==> config.mk <==
export PLATFORM = sky130hd
export DESIGN_NAME = infix_expression_evaluator_top
export DESIGN_NICKNAME = d
export VERILOG_FILES = /design/src/rtl/core/iee_pkg.sv /design/src/rtl/core/iee_ram.sv /design/src/rtl/core/iee_div.sv /design/src/rtl/core/infix_expression_evaluator_top.sv
export VERILOG_INCLUDE_DIRS = /design/src /design/src/rtl/core
export SDC_FILE = /design/constraint.sdc
export NUM_CORES = 2
export LEC_CHECK = 0
export ABC_AREA = 1
export BUFFER_PORTS_ARGS = -buffer_cell sky130_fd_sc_hd__buf_2
export CAP_MARGIN = 25
export CORE_UTILIZATION = 50
export DETAILED_ROUTE_END_ITERATION = 10
export PLACE_DENSITY_LB_ADDON = 0.15
export SLEW_MARGIN = 20
export SYNTH_ARGS = -nofsm -noshare
export SYNTH_HDL_FRONTEND = slang
export SYNTH_SLANG_ARGS = --single-unit
==> constraint.sdc <==
create_clock -name clk -period 11.7 [get_ports clk]
set_input_delay 1.17 -clock clk [delete_from_list [all_inputs] [get_ports clk]]
set_output_delay 1.17 -clock clk [all_outputs]
set_load 0.01 [all_outputs]
==> src/rtl/core/infix_expression_evaluator_top_assert.svh <==
// Assertion macros shared by the evaluator RTL.
// Uses the clk and rst_n names of the including module.
`ifndef INFIX_EXPRESSION_EVALUATOR_TOP_ASSERT_SVH
`define INFIX_EXPRESSION_EVALUATOR_TOP_ASSERT_SVH

// same-cycle implication
`define IEE_ASSERT_NOW(label, ante, cons, msg) \
    label: assert property (@(posedge clk) disable iff (!rst_n) (ante) |-> (cons)) \
        else $error(msg);

// next-cycle implication
`define IEE_ASSERT_NEXT(label, ante, cons, msg) \
    label: assert property (@(posedge clk) disable iff (!rst_n) (ante) |=> (cons)) \
        else $error(msg);

`endif

==> src/rtl/core/iee_pkg.sv <==
// Shared types and constants of the infix expression evaluator.
// No dependencies.
package iee_pkg;

    localparam int VALUE_WIDTH = 32;
    localparam int MAX_DEPTH   = 16;
    localparam int OUT_WIDTH   = 32;
    localparam int SP_WIDTH    = $clog2(MAX_DEPTH + 1);
    localparam int ADDR_WIDTH  = (MAX_DEPTH > 1) ? $clog2(MAX_DEPTH) : 1;
    localparam int CNT_WIDTH   = $clog2(VALUE_WIDTH);

    localparam logic [7:0] CH_PLUS   = 8'h2B;
    localparam logic [7:0] CH_MINUS  = 8'h2D;
    localparam logic [7:0] CH_TIMES  = 8'h2A;
    localparam logic [7:0] CH_DIVIDE = 8'h2F;
    localparam logic [7:0] CH_OPEN   = 8'h28;
    localparam logic [7:0] CH_CLOSE  = 8'h29;
    localparam logic [7:0] CH_ZERO   = 8'h30;
    localparam logic [7:0] CH_NINE   = 8'h39;

    localparam logic [1:0] ERR_NONE     = 2'd0;
    localparam logic [1:0] ERR_DIV_ZERO = 2'd1;
    localparam logic [1:0] ERR_DEPTH    = 2'd2;
    localparam logic [1:0] ERR_UNCLOSED = 2'd3;

    typedef enum logic [1:0] {
        OP_PLUS   = 2'd0,
        OP_MINUS  = 2'd1,
        OP_TIMES  = 2'd2,
        OP_DIVIDE = 2'd3
    } op_t;

    typedef struct packed {
        logic [VALUE_WIDTH-1:0] sum;
        logic [VALUE_WIDTH-1:0] term;
        op_t                    op;
    } stack_entry_t;

    localparam int ENTRY_WIDTH = $bits(stack_entry_t);

    typedef struct packed {
        logic busy;
        logic done;
    } div_stat_t;

endpackage

==> src/rtl/core/iee_ram.sv <==
// Generic single-write, single-read RAM with registered read data.
// No dependencies.
module iee_ram #(
    parameter int WIDTH = 8,
    parameter int DEPTH = 16
) (
    input  logic                                   clk,
    input  logic                                   we,
    input  logic [((DEPTH > 1) ? $clog2(DEPTH) : 1)-1:0] waddr,
    input  logic [WIDTH-1:0]                       wdata,
    input  logic                                   re,
    input  logic [((DEPTH > 1) ? $clog2(DEPTH) : 1)-1:0] raddr,
    output logic [WIDTH-1:0]                       rdata
);

    logic [WIDTH-1:0] mem [DEPTH];
    logic [WIDTH-1:0] rdata_reg;

    always_ff @(posedge clk)
    begin
        if (we)
        begin
            mem[waddr] <= wdata;
        end
        if (re)
        begin
            rdata_reg <= mem[raddr];
        end
    end

    assign rdata = rdata_reg;

endmodule

==> src/rtl/core/iee_div.sv <==
// Iterative signed divider, one quotient bit per cycle, truncating toward zero.
// Depends on iee_pkg and the assertion macro header.
`include "infix_expression_evaluator_top_assert.svh"

module iee_div (
    input  logic                            clk,
    input  logic                            rst_n,
    input  logic                            start,
    input  logic [iee_pkg::VALUE_WIDTH-1:0] dividend,
    input  logic [iee_pkg::VALUE_WIDTH-1:0] divisor,
    output iee_pkg::div_stat_t              stat,
    output logic [iee_pkg::VALUE_WIDTH-1:0] quotient
);

    import iee_pkg::*;

    logic                   busy_reg, busy_next;
    logic                   done_reg, done_next;
    logic                   neg_reg, neg_next;
    logic [CNT_WIDTH-1:0]   cnt_reg, cnt_next;
    logic [VALUE_WIDTH-1:0] rem_reg, rem_next;
    logic [VALUE_WIDTH-1:0] quo_reg, quo_next;
    logic [VALUE_WIDTH-1:0] dvs_reg, dvs_next;
    logic [VALUE_WIDTH:0]   trial;
    logic [VALUE_WIDTH:0]   diff;
    logic                   ge;

    always_comb
    begin
        trial = {rem_reg, quo_reg[VALUE_WIDTH-1]};
        ge    = trial >= {1'b0, dvs_reg};
        diff  = trial - {1'b0, dvs_reg};

        busy_next = busy_reg;
        done_next = 1'b0;
        neg_next  = neg_reg;
        cnt_next  = cnt_reg;
        rem_next  = rem_reg;
        quo_next  = quo_reg;
        dvs_next  = dvs_reg;

        if (start)
        begin
            busy_next = 1'b1;
            neg_next  = dividend[VALUE_WIDTH-1] ^ divisor[VALUE_WIDTH-1];
            cnt_next  = '0;
            rem_next  = '0;
            quo_next  = dividend[VALUE_WIDTH-1] ? (~dividend + 1'b1) : dividend;
            dvs_next  = divisor[VALUE_WIDTH-1] ? (~divisor + 1'b1) : divisor;
        end
        else if (busy_reg)
        begin
            rem_next = ge ? diff[VALUE_WIDTH-1:0] : trial[VALUE_WIDTH-1:0];
            quo_next = {quo_reg[VALUE_WIDTH-2:0], ge};
            if (cnt_reg == CNT_WIDTH'(VALUE_WIDTH - 1))
            begin
                busy_next = 1'b0;
                done_next = 1'b1;
                cnt_next  = '0;
            end
            else
            begin
                cnt_next = cnt_reg + 1'b1;
            end
        end
    end

    always_ff @(posedge clk or negedge rst_n)
    begin
        if (!rst_n)
        begin
            busy_reg <= 1'b0;
            done_reg <= 1'b0;
            cnt_reg  <= '0;
        end
        else
        begin
            busy_reg <= busy_next;
            done_reg <= done_next;
            cnt_reg  <= cnt_next;
        end
    end

    always_ff @(posedge clk)
    begin
        neg_reg <= neg_next;
        rem_reg <= rem_next;
        quo_reg <= quo_next;
        dvs_reg <= dvs_next;
    end

    assign stat.busy = busy_reg;
    assign stat.done = done_reg;
    assign quotient  = neg_reg ? (~quo_reg + 1'b1) : quo_reg;

    `IEE_ASSERT_NOW(a_start_idle, start, !busy_reg, "divider started while busy")
    `IEE_ASSERT_NEXT(a_done_pulse, done_reg, !done_reg, "divider done held over two cycles")
    `IEE_ASSERT_NOW(a_cnt_idle, !busy_reg, cnt_reg == '0, "step count nonzero while idle")

endmodule

==> src/rtl/core/infix_expression_evaluator_top.sv <==
// Infix expression evaluator: one ASCII character per input item, value on last.
// Depends on iee_pkg, iee_ram, iee_div and the assertion macro header.
//
//  channel | handshake           | payload
//  --------+---------------------+----------------------------
//  input   | in_valid / in_ready | symbol[7:0], last
//  output  | out_valid/out_ready | value[31:0] signed, error[1:0]
//
// Digits, '(' and others stay in S_IDLE; an operator runs S_APPLY and S_POST, a ')'
// closing a level also S_POP. A '/' with a nonzero divisor waits in S_DIVW (shared
// divider, a bit a cycle). The last item closes open levels and ends from S_FIN (one
// S_APPLY fewer after an operator). in_ready is low while an item is in work; a
// finished result waits in the output register, and the next final result stalls
// until it is taken. Reset is asynchronous, active low; the stack RAM needs no clearing.
`include "infix_expression_evaluator_top_assert.svh"

module infix_expression_evaluator_top (
    input  logic                          clk,
    input  logic                          rst_n,
    input  logic                          in_valid,
    output logic                          in_ready,
    input  logic [7:0]                    symbol,
    input  logic                          last,
    output logic                          out_valid,
    input  logic                          out_ready,
    output logic signed [iee_pkg::OUT_WIDTH-1:0] value,
    output logic [1:0]                    error
);

    import iee_pkg::*;

    typedef enum logic [5:0] {
        S_IDLE  = 6'b000001,
        S_APPLY = 6'b000010,
        S_DIVW  = 6'b000100,
        S_POST  = 6'b001000,
        S_POP   = 6'b010000,
        S_FIN   = 6'b100000
    } state_t;

    typedef enum logic [1:0] {
        C_OPER  = 2'd0,
        C_CLOSE = 2'd1,
        C_FINAL = 2'd2
    } cont_t;

    state_t                 state_reg, state_next;
    cont_t                  cont_reg, cont_next;
    logic [SP_WIDTH-1:0]    sp_reg, sp_next;
    logic [VALUE_WIDTH-1:0] sum_reg, sum_next;
    logic [VALUE_WIDTH-1:0] term_reg, term_next;
    logic [VALUE_WIDTH-1:0] num_reg, num_next;
    op_t                    op_reg, op_next;
    op_t                    sym_op_reg, sym_op_next;
    logic                   in_num_reg, in_num_next;
    logic [1:0]             err_reg, err_next;
    logic                   last_reg, last_next;
    logic                   skip_reg, skip_next;
    logic                   out_valid_reg, out_valid_next;
    logic [OUT_WIDTH-1:0]   value_reg, value_next;
    logic [1:0]             error_out_reg, error_out_next;

    logic                   is_digit, is_op;
    op_t                    dec_op;
    logic [VALUE_WIDTH-1:0] digit_val, num_base, flushed, applied;
    logic [2*VALUE_WIDTH-1:0] product;
    logic [SP_WIDTH-1:0]    sp_dec;
    logic                   push_we, pop_re, div_start;
    stack_entry_t           push_entry, pop_entry;
    logic [ENTRY_WIDTH-1:0] pop_data;
    div_stat_t              div_stat;
    logic [VALUE_WIDTH-1:0] div_q;

    iee_ram #(
        .WIDTH(ENTRY_WIDTH),
        .DEPTH(MAX_DEPTH)
    ) u_stack (
        .clk   (clk),
        .we    (push_we),
        .waddr (sp_reg[ADDR_WIDTH-1:0]),
        .wdata (push_entry),
        .re    (pop_re),
        .raddr (sp_dec[ADDR_WIDTH-1:0]),
        .rdata (pop_data)
    );

    iee_div u_div (
        .clk      (clk),
        .rst_n    (rst_n),
        .start    (div_start),
        .dividend (term_reg),
        .divisor  (num_reg),
        .stat     (div_stat),
        .quotient (div_q)
    );

    always_comb
    begin
        is_digit  = (symbol >= CH_ZERO) && (symbol <= CH_NINE);
        is_op     = (symbol == CH_PLUS) || (symbol == CH_MINUS) ||
                    (symbol == CH_TIMES) || (symbol == CH_DIVIDE);
        case (symbol)
            CH_PLUS:  dec_op = OP_PLUS;
            CH_MINUS: dec_op = OP_MINUS;
            CH_TIMES: dec_op = OP_TIMES;
            default:  dec_op = OP_DIVIDE;
        endcase
        digit_val = VALUE_WIDTH'(symbol[3:0]);
        num_base  = in_num_reg ? num_reg : '0;
        product   = term_reg * num_reg;
        case (op_reg)
            OP_PLUS:  applied = term_reg + num_reg;
            OP_MINUS: applied = term_reg - num_reg;
            OP_TIMES: applied = product[VALUE_WIDTH-1:0];
            default:  applied = '0;
        endcase
        flushed    = sum_reg + term_reg;
        sp_dec     = sp_reg - SP_WIDTH'(1);
        push_entry = '{sum: sum_reg, term: term_reg, op: op_reg};
        pop_entry  = stack_entry_t'(pop_data);
    end

    always_comb
    begin
        state_next     = state_reg;
        cont_next      = cont_reg;
        sp_next        = sp_reg;
        sum_next       = sum_reg;
        term_next      = term_reg;
        num_next       = num_reg;
        op_next        = op_reg;
        sym_op_next    = sym_op_reg;
        in_num_next    = in_num_reg;
        err_next       = err_reg;
        last_next      = last_reg;
        skip_next      = skip_reg;
        out_valid_next = out_valid_reg && !out_ready;
        value_next     = value_reg;
        error_out_next = error_out_reg;
        push_we        = 1'b0;
        pop_re         = 1'b0;
        div_start      = 1'b0;

        case (state_reg)
            S_IDLE:
            begin
                if (in_valid)
                begin
                    last_next   = last;
                    skip_next   = is_op && last;
                    in_num_next = 1'b0;
                    state_next  = last ? S_FIN : S_IDLE;
                    if (is_digit)
                    begin
                        num_next    = (num_base << 3) + (num_base << 1) + digit_val;
                        in_num_next = 1'b1;
                    end
                    else if (is_op)
                    begin
                        sym_op_next = dec_op;
                        cont_next   = C_OPER;
                        state_next  = S_APPLY;
                    end
                    else if (symbol == CH_OPEN)
                    begin
                        if (sp_reg >= SP_WIDTH'(MAX_DEPTH))
                        begin
                            if (err_reg == ERR_NONE)
                            begin
                                err_next = ERR_DEPTH;
                            end
                        end
                        else
                        begin
                            push_we   = 1'b1;
                            sp_next   = sp_reg + 1'b1;
                            sum_next  = '0;
                            term_next = '0;
                            op_next   = OP_PLUS;
                            num_next  = '0;
                        end
                    end
                    else if (symbol == CH_CLOSE && sp_reg != '0)
                    begin
                        cont_next  = C_CLOSE;
                        state_next = S_APPLY;
                    end
                end
            end

            S_APPLY:
            begin
                state_next = S_POST;
                if (op_reg == OP_DIVIDE)
                begin
                    if (num_reg == '0)
                    begin
                        term_next = '0;
                        if (err_reg == ERR_NONE)
                        begin
                            err_next = ERR_DIV_ZERO;
                        end
                    end
                    else
                    begin
                        div_start  = 1'b1;
                        state_next = S_DIVW;
                    end
                end
                else
                begin
                    term_next = applied;
                end
            end

            S_DIVW:
            begin
                if (div_stat.done)
                begin
                    term_next  = div_q;
                    state_next = S_POST;
                end
            end

            S_POST:
            begin
                case (cont_reg)
                    C_OPER:
                    begin
                        if (sym_op_reg == OP_PLUS || sym_op_reg == OP_MINUS)
                        begin
                            sum_next  = flushed;
                            term_next = '0;
                        end
                        op_next     = sym_op_reg;
                        num_next    = '0;
                        in_num_next = 1'b0;
                        state_next  = last_reg ? S_FIN : S_IDLE;
                    end
                    C_CLOSE:
                    begin
                        num_next   = flushed;
                        pop_re     = 1'b1;
                        sp_next    = sp_dec;
                        state_next = S_POP;
                    end
                    C_FINAL:
                    begin
                        // result slot must be free at this edge
                        if (!out_valid_reg || out_ready)
                        begin
                            out_valid_next = 1'b1;
                            value_next     = flushed[OUT_WIDTH-1:0];
                            error_out_next = err_reg;
                            sp_next        = '0;
                            sum_next       = '0;
                            term_next      = '0;
                            num_next       = '0;
                            op_next        = OP_PLUS;
                            in_num_next    = 1'b0;
                            err_next       = ERR_NONE;
                            last_next      = 1'b0;
                            skip_next      = 1'b0;
                            state_next     = S_IDLE;
                        end
                    end
                    default:
                    begin
                        state_next = S_IDLE;
                    end
                endcase
            end

            S_POP:
            begin
                sum_next    = pop_entry.sum;
                term_next   = pop_entry.term;
                op_next     = pop_entry.op;
                in_num_next = 1'b0;
                state_next  = last_reg ? S_FIN : S_IDLE;
            end

            S_FIN:
            begin
                // close open levels innermost first, then the final apply
                if (sp_reg != '0)
                begin
                    cont_next = C_CLOSE;
                    if (err_reg == ERR_NONE)
                    begin
                        err_next = ERR_UNCLOSED;
                    end
                end
                else
                begin
                    cont_next = C_FINAL;
                end
                skip_next  = 1'b0;
                state_next = skip_reg ? S_POST : S_APPLY;
            end

            default:
            begin
                state_next = S_IDLE;
            end
        endcase
    end

    always_ff @(posedge clk or negedge rst_n)
    begin
        if (!rst_n)
        begin
            state_reg     <= S_IDLE;
            cont_reg      <= C_OPER;
            sp_reg        <= '0;
            sum_reg       <= '0;
            term_reg      <= '0;
            num_reg       <= '0;
            op_reg        <= OP_PLUS;
            sym_op_reg    <= OP_PLUS;
            in_num_reg    <= 1'b0;
            err_reg       <= ERR_NONE;
            last_reg      <= 1'b0;
            skip_reg      <= 1'b0;
            out_valid_reg <= 1'b0;
        end
        else
        begin
            state_reg     <= state_next;
            cont_reg      <= cont_next;
            sp_reg        <= sp_next;
            sum_reg       <= sum_next;
            term_reg      <= term_next;
            num_reg       <= num_next;
            op_reg        <= op_next;
            sym_op_reg    <= sym_op_next;
            in_num_reg    <= in_num_next;
            err_reg       <= err_next;
            last_reg      <= last_next;
            skip_reg      <= skip_next;
            out_valid_reg <= out_valid_next;
        end
    end

    always_ff @(posedge clk)
    begin
        value_reg     <= value_next;
        error_out_reg <= error_out_next;
    end

    assign in_ready  = (state_reg == S_IDLE);
    assign out_valid = out_valid_reg;
    assign value     = value_reg;
    assign error     = error_out_reg;

    `IEE_ASSERT_NOW(a_sp_bound, 1'b1, sp_reg <= SP_WIDTH'(MAX_DEPTH), "stack pointer past depth")
    `IEE_ASSERT_NOW(a_divw_busy, state_reg == S_DIVW, div_stat.busy || div_stat.done,
        "waiting on an idle divider")
    `IEE_ASSERT_NEXT(a_first_error,
        err_reg != ERR_NONE && !(state_reg == S_POST && cont_reg == C_FINAL),
        err_reg == $past(err_reg), "first error overwritten")
    `IEE_ASSERT_NOW(a_pop_nonempty, state_reg == S_POST && cont_reg == C_CLOSE,
        sp_reg != '0, "pop from empty stack")

endmodule
==> impl_metrics.env <==
export IMPL_status="complete, no violations"
export IMPL_clk_root_buffer_cell="sky130_fd_sc_hd__clkbuf_16"
export IMPL_grt_setup_unrepaired="false"
export IMPL_drc_errors=0
export IMPL_fin_crit_ns=8.16
export IMPL_syn_cell_area_um2=81100
export IMPL_final_net_count=8891
export IMPL_path_delay_family="adder cells"
export IMPL_cts_sinks=1379
export IMPL_tightestPinTransition_ns=1.25
export IMPL_critical_path_top_cell_by_count="sky130_fd_sc_hd__fa_1"
export IMPL_synth_seq_cells=1379
export IMPL_clock_latency_ns=0.83
export IMPL_cp_required_ns=12.38
export IMPL_ys_seq_area_share_pct=49.9
export IMPL_critPathCaptureType="flop"
export IMPL_post_route_cells_drive_above_1_share_pct=5.99
export IMPL_fmax_mhz=123
export IMPL_fin_crit_sh_pct=69.7
export IMPL_max_reg_flops=1056
export IMPL_hold_viol_final=0
export IMPL_cts_setup_buffers=0
export IMPL_worst_setup_hold_path_clk_slew_ns=0.06
export IMPL_detailed_place_hpwl_um=169000
export IMPL_grt_remaining_overflow=0
export IMPL_drt_antenna_violating_nets=0
export IMPL_report_final_slew_viol_count=0
export IMPL_critical_path_slowest_cell="sky130_fd_sc_hd__dfrtp_1"
export IMPL_path_class="reg -> reg"
export IMPL_detail_route_wirelength_um=263000
export IMPL_antenna_found_initial=12
export IMPL_post_cts_resized_instances=0
export IMPL_commonest_non_fill_non_tap_cells_in_the_layout="1482 x sky130_fd_sc_hd__nand2_1, 1221 x sky130_fd_sc_hd__edfxtp_1, 1131 x sky130_fd_sc_hd__inv_1, 852 x sky130_fd_sc_hd__nor2_1, 794 x sky130_fd_sc_hd__o21ai_0"
export IMPL_worstHoldPathType="in -> async"
export IMPL_routabilityCongestion=0.977
export IMPL_cts_tree="built"
export IMPL_timing_slew_headroom_pct=15.5
export IMPL_powerDensity_nw_per_um2=226
export IMPL_synthArstFlopShare_pct=9.14
export IMPL_core_area_um2=161000
export IMPL_path_cells="buf_4 > nand2_1 > inv_1 > fa_1 > inv_1 > fa_1 > fa_1 > fa_1 > inv_1 > fa_1 > fa_1 > fa_1 > fa_1 > ha_1 > a21oi_1 > o21ai_0 > a21oi_1 > nand3_1 > o21ai_0 > o21ai_0 > nand2_1 > nand3_1 > nand2_1 > nand2_1"
export IMPL_ctsLongestPathBuffers=3
export IMPL_number_of_cts_inserted_buffers=148
export IMPL_path_buf_inv=4
export IMPL_drt_first_pass_iters=8
export IMPL_area_growth_syn_to_layout_pct=9.30
export IMPL_count_of_final_setup_violators=0
export IMPL_non_filler_cells_final=10463
export IMPL_h_tree_depth=4
export IMPL_post_place_cells=10182
export IMPL_syn_nets=8984
export IMPL_synth_warnings=0
export IMPL_hold_ws_ns=0.327
export IMPL_grt_pass1_vias=59797
export IMPL_wire_per_inst_um=25.2
export IMPL_number_of_enable_type_register_cells_in_the_synthesized_netlist=1221
export IMPL_portBuffers=48
export IMPL_die_boundary_height_um=405
export IMPL_final_setup_tns_ns=0
export IMPL_cts_hold_fix_buffers=0
export IMPL_core_rowCount=147
export IMPL_synth_avg_cell_area_um2=9.81
export IMPL_dieWidth_um=405
export IMPL_power_leakage_nw=38.4
export IMPL_drtIter0Drc=6980
export IMPL_clock_skew_final_ns=0.0665
export IMPL_synth_cells=8273
export IMPL_critical_path_peak_fanout=20
export IMPL_initial_core_util_pct=50.5
export IMPL_number_of_i_o_pins=49
export IMPL_max_cap_viol_count=0
export IMPL_design_die_area_um2=164000
export IMPL_cpPeakStageDelay_ns=1.04
export IMPL_yosysUniqueCellTypes=62
export IMPL_pin_count_of_the_biggest_net_entering_global_routing=188
export IMPL_most_frequent_standard_cell_in_the_layout_excluding_fill_and_tap_cells="sky130_fd_sc_hd__nand2_1"
export IMPL_postSynth_topFlopCell="sky130_fd_sc_hd__edfxtp_1"
export IMPL_worstSetupStartpointType="flop"
export IMPL_routed_via_density=5.89
export IMPL_grt_first_pass_wirelength_um=390000
export IMPL_grt_util_all_layers_pct=32.3
export IMPL_via_count=61603
export IMPL_data_arrival_time_of_the_critical_path_ns=8.84
export IMPL_vdd_drop_max_mv=0.343
## where the power goes
group          switching [mW]  internal (mW)
Sequential              0.459           5.69
Clock                    2.07           2.58
Combinational            6.48           2.74
## worst paths after layout
check,from,to,slack (ns),depth (start not counted)
worst max-delay path,num_reg[3],term_reg[29],3.54,24
worst min-delay path,rst_n,u_div.busy_reg,0.33,1
worst max register to register,num_reg[3],term_reg[29],3.54,24
worst min register to register,u_div.rem_reg[24],u_div.rem_reg[24],0.47,2
max in group asynchronous,rst_n,sp_reg[0],9.35,3
min in group clk,u_div.rem_reg[24],u_div.rem_reg[24],0.47,2
## synth_stat cells (27+ instances only)
library cell / n / area, um^2
sky130_fd_sc_hd__a21o_1: 30 / 225
sky130_fd_sc_hd__a21oi_1: 262 / 1310
sky130_fd_sc_hd__buf_1: 64 / 240
sky130_fd_sc_hd__clkbuf_1: 343 / 1290
sky130_fd_sc_hd__dfrtp_1: 125 / 3130
sky130_fd_sc_hd__dfxtp_1: 32 / 641
sky130_fd_sc_hd__edfxtp_1: 1221 / 36700
sky130_fd_sc_hd__fa_1: 413 / 8270
sky130_fd_sc_hd__ha_1: 285 / 3570
sky130_fd_sc_hd__inv_1: 1135 / 4260
sky130_fd_sc_hd__mux2i_1: 135 / 1350
sky130_fd_sc_hd__nand2_1: 1483 / 5570
sky130_fd_sc_hd__nand3_1: 191 / 956
sky130_fd_sc_hd__nand4_1: 39 / 244
sky130_fd_sc_hd__nor2_1: 870 / 3270
sky130_fd_sc_hd__nor3_1: 115 / 576
sky130_fd_sc_hd__o211ai_1: 44 / 330
sky130_fd_sc_hd__o21ai_0: 794 / 3970
sky130_fd_sc_hd__o221ai_1: 73 / 639
sky130_fd_sc_hd__o22ai_1: 141 / 882
sky130_fd_sc_hd__o32ai_1: 66 / 578
sky130_fd_sc_hd__or2_2: 27 / 169
sky130_fd_sc_hd__xnor2_1: 47 / 412
sky130_fd_sc_hd__xor2_1: 103 / 902
## layer usage
| metal | wire length (um) | global-route usage [%] |
|---|---|---|
| met1 | 111000 | 46.2 |
| met2 | 116000 | 48.8 |
| met3 | 26500 | 6.86 |
| met4 | 9390 | 11.3 |
| met5 | 21 | 0.208 |
## final cells by class
class,instances,area (um^2)
antenna,3,7.51
clock buffer,195,3960
clock inverter,75,865
fill,14301,72100
inverter,1144,4300
multi-input combinational,5314,34900
sequential,1379,40500
tap,2160,2700
timing repair buffer,193,1470
## through the flow
stage          area [um^2]  worst slack (ns)  power [mW]  util (%)
2_1_floorplan        81100              3.07        12.0         -
3_3_place_gp         83700              3.72        15.2      52.1
3_5_place_dp         83700              3.66        15.2      52.1
4_1_cts              88600              3.63        19.9      55.1
5_1_grt              88700              3.25        21.1      55.2
6_report             88700              3.54        20.0      55.2
## kinds of logic after synthesis
| kind of cell | after synthesis | share of synthesized area, % |
|---|---|---|
| AO/OA/AOI/OAI | 1551 | 11.1 |
| buffers and inverters | 1580 | 7.36 |
| adder cells (fa/ha/maj) | 698 | 14.6 |
| flip-flops | 1379 | 49.9 |
| XOR/XNOR | 150 | 1.62 |
| multiplexers | 135 | 1.67 |
| AND/OR/NAND/NOR | 2780 | 13.8 |
(Power assumes the default switching activity.)
